$ cat config.mk
export PLATFORM = sky130hd
export DESIGN_NAME = vorf_ctrl
export DESIGN_NICKNAME = d
export VERILOG_FILES = /design/src/hw/rtl/vorf_pkg.sv /design/src/hw/rtl/vorf_ctrl.sv
export SDC_FILE = /design/constraint.sdc
export NUM_CORES = 1
export LEC_CHECK = 0
export BUFFER_PORTS_ARGS = -buffer_cell sky130_fd_sc_hd__buf_2
export CAP_MARGIN = 40
export CORE_ASPECT_RATIO = 0.75
export CORE_MARGIN = 5
export CORE_UTILIZATION = 44
export DETAILED_ROUTE_END_ITERATION = 10
export MAX_ROUTING_LAYER = met4
export PLACE_DENSITY = 0.75
export SLEW_MARGIN = 20
export SYNTH_ARGS = -nofsm -noshare
export SYNTH_HDL_FRONTEND = slang
export SYNTH_SLANG_ARGS = --single-unit
$ cat constraint.sdc
create_clock -name clk -period 2 [get_ports clk]
set_clock_uncertainty 0.2 [all_clocks]
set_input_delay 0.2 -clock clk [delete_from_list [all_inputs] [get_ports clk]]
set_output_delay 0.2 -clock clk [all_outputs]
set_load 0.005 [all_outputs]
$ cat src/hw/rtl/vorf_pkg.sv
// vorf_pkg: shared types and constants of the voxel occupancy ray fill unit
// used by the controller, the datapath and the top level; no dependencies

package vorf_pkg;

  localparam int GRID_DIM   = 32;
  localparam int KEY_W      = $clog2(GRID_DIM);
  localparam int ADDR_W     = 3 * KEY_W;
  localparam int CELL_COUNT = GRID_DIM * GRID_DIM * GRID_DIM;
  localparam int WALK_MAX   = 3 * GRID_DIM + 3;
  localparam int WALK_W     = $clog2(WALK_MAX);

  localparam int CFG_W   = 60;
  localparam int CFG_IDX_W = 3;

  localparam int MAG_W   = 26;
  localparam int NUM_W   = 21;
  localparam int PROD_W  = 54;
  localparam int UOP_W   = 5;

  // micro-op schedule of one point
  localparam logic [UOP_W-1:0] UOP_G0    = 5'd10;
  localparam logic [UOP_W-1:0] UOP_D0    = 5'd13;
  localparam logic [UOP_W-1:0] UOP_CHECK = 5'd17;
  localparam logic [UOP_W-1:0] UOP_X0    = 5'd18;
  localparam logic [UOP_W-1:0] UOP_LAST  = 5'd24;
  localparam logic [UOP_W-1:0] UOP_XFRM  = 5'd9;

  localparam logic [1:0] ROW_OF [9] = '{2'd0, 2'd0, 2'd0, 2'd1, 2'd1, 2'd1, 2'd2, 2'd2, 2'd2};
  localparam logic [1:0] COL_OF [9] = '{2'd0, 2'd1, 2'd2, 2'd0, 2'd1, 2'd2, 2'd0, 2'd1, 2'd2};

  // cross product k is num[PAIR_A[k]] * mag[PAIR_B[k]]
  localparam logic [1:0] PAIR_A [6] = '{2'd0, 2'd1, 2'd0, 2'd2, 2'd1, 2'd2};
  localparam logic [1:0] PAIR_B [6] = '{2'd1, 2'd0, 2'd2, 2'd0, 2'd2, 2'd1};

  localparam logic [CFG_IDX_W-1:0] REG_ROT_X  = 3'd0;
  localparam logic [CFG_IDX_W-1:0] REG_ROT_Y  = 3'd1;
  localparam logic [CFG_IDX_W-1:0] REG_ROT_Z  = 3'd2;
  localparam logic [CFG_IDX_W-1:0] REG_TRANS  = 3'd3;
  localparam logic [CFG_IDX_W-1:0] REG_ORIGIN = 3'd4;
  localparam logic [CFG_IDX_W-1:0] REG_INV    = 3'd5;
  localparam logic [CFG_IDX_W-1:0] REG_BOX    = 3'd6;

  localparam logic [1:0] VOX_FREE = 2'd0;
  localparam logic [1:0] VOX_HIT  = 2'd1;
  localparam logic [1:0] VOX_OCC  = 2'd2;

  typedef enum logic [1:0] {
    CMD_ADD   = 2'd0,
    CMD_READ  = 2'd1,
    CMD_CLEAR = 2'd2,
    CMD_NOP   = 2'd3
  } cmd_code_t;

  typedef enum logic [2:0] {
    S_CLEAR,
    S_IDLE,
    S_ADD,
    S_WALK,
    S_READ
  } state_t;

  typedef struct packed {
    logic              load;
    logic              uop_en;
    logic [UOP_W-1:0]  uop;
    logic              check;
    logic              hit_we;
    logic              walk;
    logic              clr_we;
    logic [ADDR_W-1:0] clr_addr;
    logic              rd_en;
    logic              out_load;
  } ctrl_cmd_t;

  typedef struct packed {
    logic in_grid;
    logic fill;
    logic no_step;
    logic walk_out;
    logic out_busy;
  } dp_status_t;

endpackage

$ cat src/hw/rtl/vorf_ctrl.sv
// vorf_ctrl: sequencer of the voxel fill unit (clear sweep, transform, ray walk, read)
// depends on vorf_pkg

module vorf_ctrl import vorf_pkg::*; (
  input  logic       clk,
  input  logic       rst,
  input  logic       in_valid,
  input  logic [1:0] command,
  input  logic       point_invalid,
  input  dp_status_t sts,
  output logic       in_stall,
  output ctrl_cmd_t  cmd
);

  state_t            state, state_next;
  logic [UOP_W-1:0]  uop, uop_next;
  logic [WALK_W-1:0] walk_cnt, walk_cnt_next;
  logic [ADDR_W-1:0] sweep, sweep_next;

  always_ff @(posedge clk) begin
    if (rst) begin
      state    <= S_CLEAR;
      uop      <= '0;
      walk_cnt <= '0;
      sweep    <= '0;
    end else begin
      state    <= state_next;
      uop      <= uop_next;
      walk_cnt <= walk_cnt_next;
      sweep    <= sweep_next;
    end
  end

  assign in_stall = (state != S_IDLE);

  always_comb begin
    state_next    = state;
    uop_next      = uop;
    walk_cnt_next = walk_cnt;
    sweep_next    = sweep;
    cmd           = '0;
    cmd.uop       = uop;
    cmd.clr_addr  = sweep;
    unique case (state)
      S_CLEAR: begin
        cmd.clr_we = 1'b1;
        sweep_next = sweep + 1'b1;
        if (sweep == ADDR_W'(CELL_COUNT - 1)) begin
          state_next = S_IDLE;
        end
      end
      S_IDLE: begin
        if (in_valid) begin
          cmd.load = 1'b1;
          unique case (command)
            CMD_ADD: begin
              if (!point_invalid) begin
                state_next = S_ADD;
                uop_next   = '0;
              end
            end
            CMD_READ: begin
              cmd.rd_en  = 1'b1;
              state_next = S_READ;
            end
            CMD_CLEAR: begin
              state_next = S_CLEAR;
              sweep_next = '0;
            end
            default: ;
          endcase
        end
      end
      S_ADD: begin
        cmd.uop_en = 1'b1;
        uop_next   = uop + 1'b1;
        if (uop == UOP_CHECK) begin
          cmd.check = 1'b1;
          if (!sts.in_grid) begin
            state_next = S_IDLE;
          end else begin
            cmd.hit_we = 1'b1;
            if (!sts.fill || sts.no_step) begin
              state_next = S_IDLE;
            end
          end
        end
        if (uop == UOP_LAST) begin
          state_next    = S_WALK;
          walk_cnt_next = '0;
        end
      end
      S_WALK: begin
        cmd.walk      = 1'b1;
        walk_cnt_next = walk_cnt + 1'b1;
        if (sts.walk_out || walk_cnt == WALK_W'(WALK_MAX - 1)) begin
          state_next = S_IDLE;
        end
      end
      S_READ: begin
        if (!sts.out_busy) begin
          cmd.out_load = 1'b1;
          state_next   = S_IDLE;
        end
      end
      default: state_next = S_IDLE;
    endcase
  end

endmodule

==> flow_summary.json, run 1 <==
{
  "drt-total-wl_um": 3980,
  "pwr-share-seq": 0.516,
  "dieHeight_um": 65.4,
  "coreArea_mm2": 0.00400,
  "instances_no_fill": 313,
  "syn2layout_area_growth_pct": 26.2,
  "worstSetupEndpointType": "register",
  "antenna_left": 0,
  "gp_congestion": 0.836,
  "syn_avg_cell_area_um2": 9.15,
  "ys_warn_count": 0,
  "synth_cell_types": 59,
  "p_clk_frac": 0.432,
  "vdd_ir_drop_max_uv": 283,
  "multi_input_area_mm2": 0.00112,
  "cts_num_sinks": 30,
  "die-area_mm2": 0.00549,
  "io_buffers": 39,
  "synth_flop_cell": "dfxtp_1",
  "nNetsFinal": 277,
  "slew_viol_final": 0,
  "rr_worst_depth": 5,
  "slew-limit-headroom": 0.695,
  "grt_usage": 0.158,
  "seqCellArea_um2": 604,
  "p_leak_uw": 0.00104,
  "p_switching_uw": 274,
  "hold_viol": 0,
  "fin_setup_tns_ns": 0,
  "hold_class": "in2reg",
  "vias_per_cell": 5.01,
  "pwr_density_cell_mw_per_mm2": 518,
  "finalSetupViolCount": 0,
  "antennaDiodeCount": 0,
  "clkLatencyLatePin_ns": 0.29,
  "wire_per_inst_um": 12.7,
  "critical_path.startpoint_type": "register",
  "cts_buffers": 5,
  "synth_edf_count": 0,
  "cts_hold_repair.buffers": 0,
  "crit_required_ns": 1.98,
  "drive_gt1_frac": 0.380,
  "grt_pass1_wl_um": 6640,
  "cp_max_fo": 5,
  "arrival_ns": 1.89,
  "drt_iter0_drc": 98,
  "start_util": 0.450,
  "syn_area_mm2": 0.00180,
  "status": "finished clean",
  "grt_max_degree": 18,
  "htree_num_levels": 2,
  "drv_cap": 0,
  "synth_seq_cells": 30,
  "grt_pass1_vias": 1389,
  "combPwrFrac": 0.052,
  "syn_inst": 197,
  "hold_depth": 2,
  "root_buffer": "clkbuf_8",
  "antenna_found_initial": 0,
  "swShare": 0.233,
  "clk_pin_slew_ns": 0.07,
  "vias": 1569,
  "std_cell_rows": 20,
  "overflow": 0,
  "die_w_um": 83.9,
  "rsz0062_at_grt": "no",
  "hpwl_um": 3080,
  "period_minus_slack_ns": 1.92,
  "crit_type": "reg2reg",
  "max_freq_ghz": 0.522,
  "yosysSeqAreaShare": 0.333,
  "async_reset_ff_frac": 0,
  "syn-num-nets": 217,
  "cts_tree": "built",
  "p_int_uw": 905,
  "fillers": 359,
  "dp.cells": 305,
  "ioPinCount": 40,
  "firstDrtPassIters": 5,
  "clockBufferDepth": 2,
  "postCtsSetupBuffers": 0,
  "drc": 0,
  "tightest_slew_ns": 0.457,
  "min_period_over_period": 0.958
}
==> area by class of cell <==
type,count,area share
Multi-Input combinational cell,151,0.492
Sequential cell,30,0.266
Timing Repair Buffer,60,0.155
Clock buffer,6,0.0363
Tap cell,55,0.0303
Inverter,9,0.0149
Clock inverter,2,0.00550
==> logic make-up after synthesis <==
logic type,Yosys count,share of synthesized area
buf+inv,16,0.0500
flops,30,0.333
mux,4,0.0264
compound gates,21,0.110
simple gates,100,0.336
fa+ha+maj,9,0.0625
xor+xnor,17,0.0826
==> critical path, stage by stage, from the launching register on <==
cell     delay [ns]
dfxtp_1        0.34
and4_4         0.28
nand3_4        0.11
o31ai_4        0.29
nor3b_4        0.27
mux2_4         0.31
==> metrics by stage <==
step                      hold WS (ns)   util  power [uW]  cell area [um2]  setup slack, ns
after floorplan                  0.234      -         655             1800           0.0227
after global placement           0.316  0.542         681             2170            0.106
after detailed placement         0.333  0.542         682             2170           0.0392
after CTS                       0.0610  0.566        1200             2260           0.0150
after global routing            0.0761  0.568        1230             2270          0.00464
final                           0.0777  0.568        1180             2270           0.0840
==> layer usage <==
layer	GRT usage	wire length, um
met1	0.204	2000
met2	0.226	1780
met3	0.0489	136
met4	0.0723	62
met5	-	0
==> Yosys cell counts (3+ instances only) <==
master	n	area share
xnor2_1	8	0.039
nor2_1	33	0.069
dfxtp_1	30	0.33
nand4_1	4	0.014
xor2_1	9	0.044
a21oi_1	4	0.011
nand3_1	9	0.025
and2_1	4	0.014
buf_6	3	0.019
nor2b_1	3	0.010
inv_1	7	0.015
nand2_1	10	0.021
clkbuf_1	3	0.0062
nand3b_1	3	0.012
ha_1	9	0.062
o21ai_0	3	0.0083
nor3_1	6	0.017
==> path summary, 6_finish.rpt <==
check / to / slack [ns] / from
worst max-delay path: state[0] / 0.08 / sweep[5]
worst min register to register: state[1] / 0.33 / state[1]
worst min-delay path: walk_cnt[1] / 0.08 / rst
worst max register to register: state[0] / 0.08 / sweep[5]
==> cells in the final DEF (no fill, tap or decap), types with 2 or more instances in the layout <==
master / instances
xnor2_1: 8
and2_1: 4
nand4b_1: 2
nor3_1: 5
nand3b_1: 3
inv_2: 3
inv_1: 6
nand3_1: 9
and4_2: 2
ha_1: 8
buf_2: 39
o21ai_0: 3
nor4b_1: 2
a21oi_1: 4
xor2_1: 9
buf_4: 21
a31oi_1: 2
and4_1: 2
nor2b_1: 3
nor2_1: 33
nand4_1: 4
dfxtp_2: 3
nand2_1: 10
dfxtp_1: 27
and3_1: 2
clkbuf_8: 6
nor3_2: 2
==> power groups by stage <==
stage | logic, uW | clock network (uW) | registers (uW)
after floorplan | 33.7 | 0 | 622
after global placement | 59.7 | 0 | 621
after detailed placement | 60.9 | 0 | 621
after CTS | 61.4 | 528 | 608
after global routing | 68.6 | 558 | 608
final | 61.8 | 509 | 608
==> timing repair <==
item                                    4_1_cts  5_1_grt
resized for setup                             1        5
pin swaps                                     0        2
endpoints found under the setup margin        1        3
==> state kept, by name, summed over array words and instances, names as in the netlist <==
register / count
state: 3
uop: 5
sweep: 15
walk_cnt: 7
(Power assumes the default switching activity.)
==> run 2: changes to the inputs <==
==> constraint.sdc (replaced) <==
create_clock -name clk -period 2 [get_ports clk]
set_clock_uncertainty 0.2 [all_clocks]
set_input_delay 0 -clock clk [delete_from_list [all_inputs] [get_ports clk]]
set_output_delay 0 -clock clk [all_outputs]
set_load 0.005 [all_outputs]
==> flow_summary.json, run 2 (same netlist as run 1, synthesis figures left out) <==
{
  "status": "finished clean",
  "antennaDiodeCount": 0,
  "largestRegisters": "sweep: 15 flops, walk_cnt: 7 flops, uop: 5 flops",
  "gp_congestion": 0.830,
  "final_common_cell": "buf_2",
  "slew-limit-headroom": 0.706,
  "grt_max_degree": 18,
  "clk_pin_slew_ns": 0.06,
  "cp_slowest_stage_delay_ns": 0.32,
  "max_freq_ghz": 0.520,
  "syn2layout_area_growth_pct": 28.2,
  "nNetsFinal": 279,
  "clockBufferDepth": 2,
  "cts_tree": "built",
  "crit_type": "reg2reg",
  "drive_gt1_frac": 0.371,
  "vias_per_cell": 4.99,
  "std_cell_rows": 20,
  "largest_register": "sweep",
  "r2r_slack_ns": 0.08,
  "die-area_mm2": 0.00549,
  "start_util": 0.450,
  "path_buf_inv": 1,
  "period_minus_slack_ns": 1.92,
  "cts_buffers": 5,
  "p_switching_uw": 266,
  "overflow": 0,
  "pwr_density_cell_mw_per_mm2": 560,
  "largest_reg_flops": 15,
  "cp_max_fo": 3,
  "vdd_ir_drop_max_uv": 320,
  "finish.instance_area_mm2": 0.00231,
  "firstDrtPassIters": 4,
  "p_clk_frac": 0.481,
  "antenna_found_initial": 0,
  "fillers": 367,
  "pwr-share-seq": 0.470,
  "crit_required_ns": 1.97,
  "drt_iter0_drc": 85,
  "hold_viol": 0,
  "final_core_util": 0.578,
  "vias": 1568,
  "worstSetupEndpointType": "register",
  "clkLatencyLatePin_ns": 0.28,
  "dieHeight_um": 65.4,
  "htree_num_levels": 2,
  "place_area_mm2": 0.00217,
  "coreArea_mm2": 0.00400,
  "grt_pass1_vias": 1507,
  "slowest_stage": "mux2_4",
  "p_leak_uw": 0.00106,
  "p_int_uw": 1030,
  "cts_num_sinks": 30,
  "drv_cap": 0,
  "grt_usage": 0.156,
  "layout_setup_ws_ns": 0.0777,
  "grt_pass1_wl_um": 6770,
  "root_buffer": "clkbuf_8",
  "drt-total-wl_um": 4050,
  "hold_class": "in2reg",
  "slew_viol_final": 0,
  "min_period_over_period": 0.961,
  "drc": 0,
  "arrival_ns": 1.89,
  "wire_per_inst_um": 12.9,
  "critical_path.cell_chain": "inv_1 > ha_1 > nand4bb_1 > o211ai_4 > o311ai_4 > nor3b_4 > mux2_4",
  "hpwl_um": 2990,
  "finalSetupViolCount": 0,
  "io_buffers": 39,
  "swShare": 0.205,
  "ioPinCount": 40,
  "place_ws_ns": 0.0601,
  "die_w_um": 83.9,
  "critical_path.startpoint_type": "register",
  "antenna_left": 0,
  "path_delay_family": "simple AND/OR/NAND/NOR gates",
  "tightest_slew_ns": 0.441,
  "combPwrFrac": 0.050,
  "final_cell_mix": "buf_2 (39), nor2_1 (33), dfxtp_1 (27)"
}
[run 2: changes by cell type in the layout (fill, tap and decap cells not counted)]
cell,before,now
clkinvlp_4,1,0
bufinv_16,0,1
inv_1,6,7
inv_2,3,2
dlygate4sd3_1,0,2
clkinv_2,1,0
[run 2: worst paths after layout]
| check | cells after the start | to | from |
|---|---|---|---|
| worst min register to register | 2 | walk_cnt[0] | walk_cnt[0] |
| worst max-delay path | 7 | state[0] | uop[1] |
| worst max register to register | 7 | state[0] | uop[1] |
| worst min-delay path | 5 | state[1] | point_invalid |
[run 2: per-layer routing]
layer,global-route usage,wire [um]
met5,-,0
met4,0.0783,82
met3,0.0276,120
met2,0.243,1870
met1,0.198,1980
[run 2: what timing repair did]
action                                  CTS  global route
endpoints found under the setup margin    0             5
hold buffers                              2             0
gates resized for setup                   0             5
buffers inserted                          0             0
hold endpoints to repair                 10             0
[run 2: through the flow]
step           instances  setup TNS (ns)  total power [uW]  hold slack [ns]
3_5_place_dp         305               0               682           0.0469
2_1_floorplan        197               0               655           -0.166
3_3_place_gp         305               0               681           0.0391
5_1_grt              314         -0.0833              1350           0.0690
6_report             314               0              1300           0.0396
4_1_cts              314               0              1310           0.0193
[run 2: worst register-to-register path, stage by stage (launching register included)]
cell       delay (ns)
dfxtp_1          0.31
inv_1            0.07
ha_1             0.14
nand4bb_1        0.17
o211ai_4         0.22
o311ai_4         0.14
nor3b_4          0.24
mux2_4           0.32
[run 2: area by class of cell]
type / count / area [um2] / area share
Timing Repair Buffer: 62 / 373 / 0.161
Clock buffer: 6 / 82.6 / 0.0357
Sequential cell: 30 / 604 / 0.261
Inverter: 9 / 33.8 / 0.0146
Multi-Input combinational cell: 151 / 1120 / 0.484
Clock inverter: 1 / 30.0 / 0.0130
Tap cell: 55 / 68.8 / 0.0298
[run 2: power groups by stage]
| stage | clock network, uW | registers [uW] | logic (uW) |
|---|---|---|---|
| after CTS | 639 | 608 | 64.2 |
| after global placement | 0 | 621 | 59.8 |
| final | 623 | 608 | 64.2 |
| after floorplan | 0 | 622 | 33.7 |
| after detailed placement | 0 | 621 | 60.8 |
| after global routing | 667 | 608 | 73.5 |
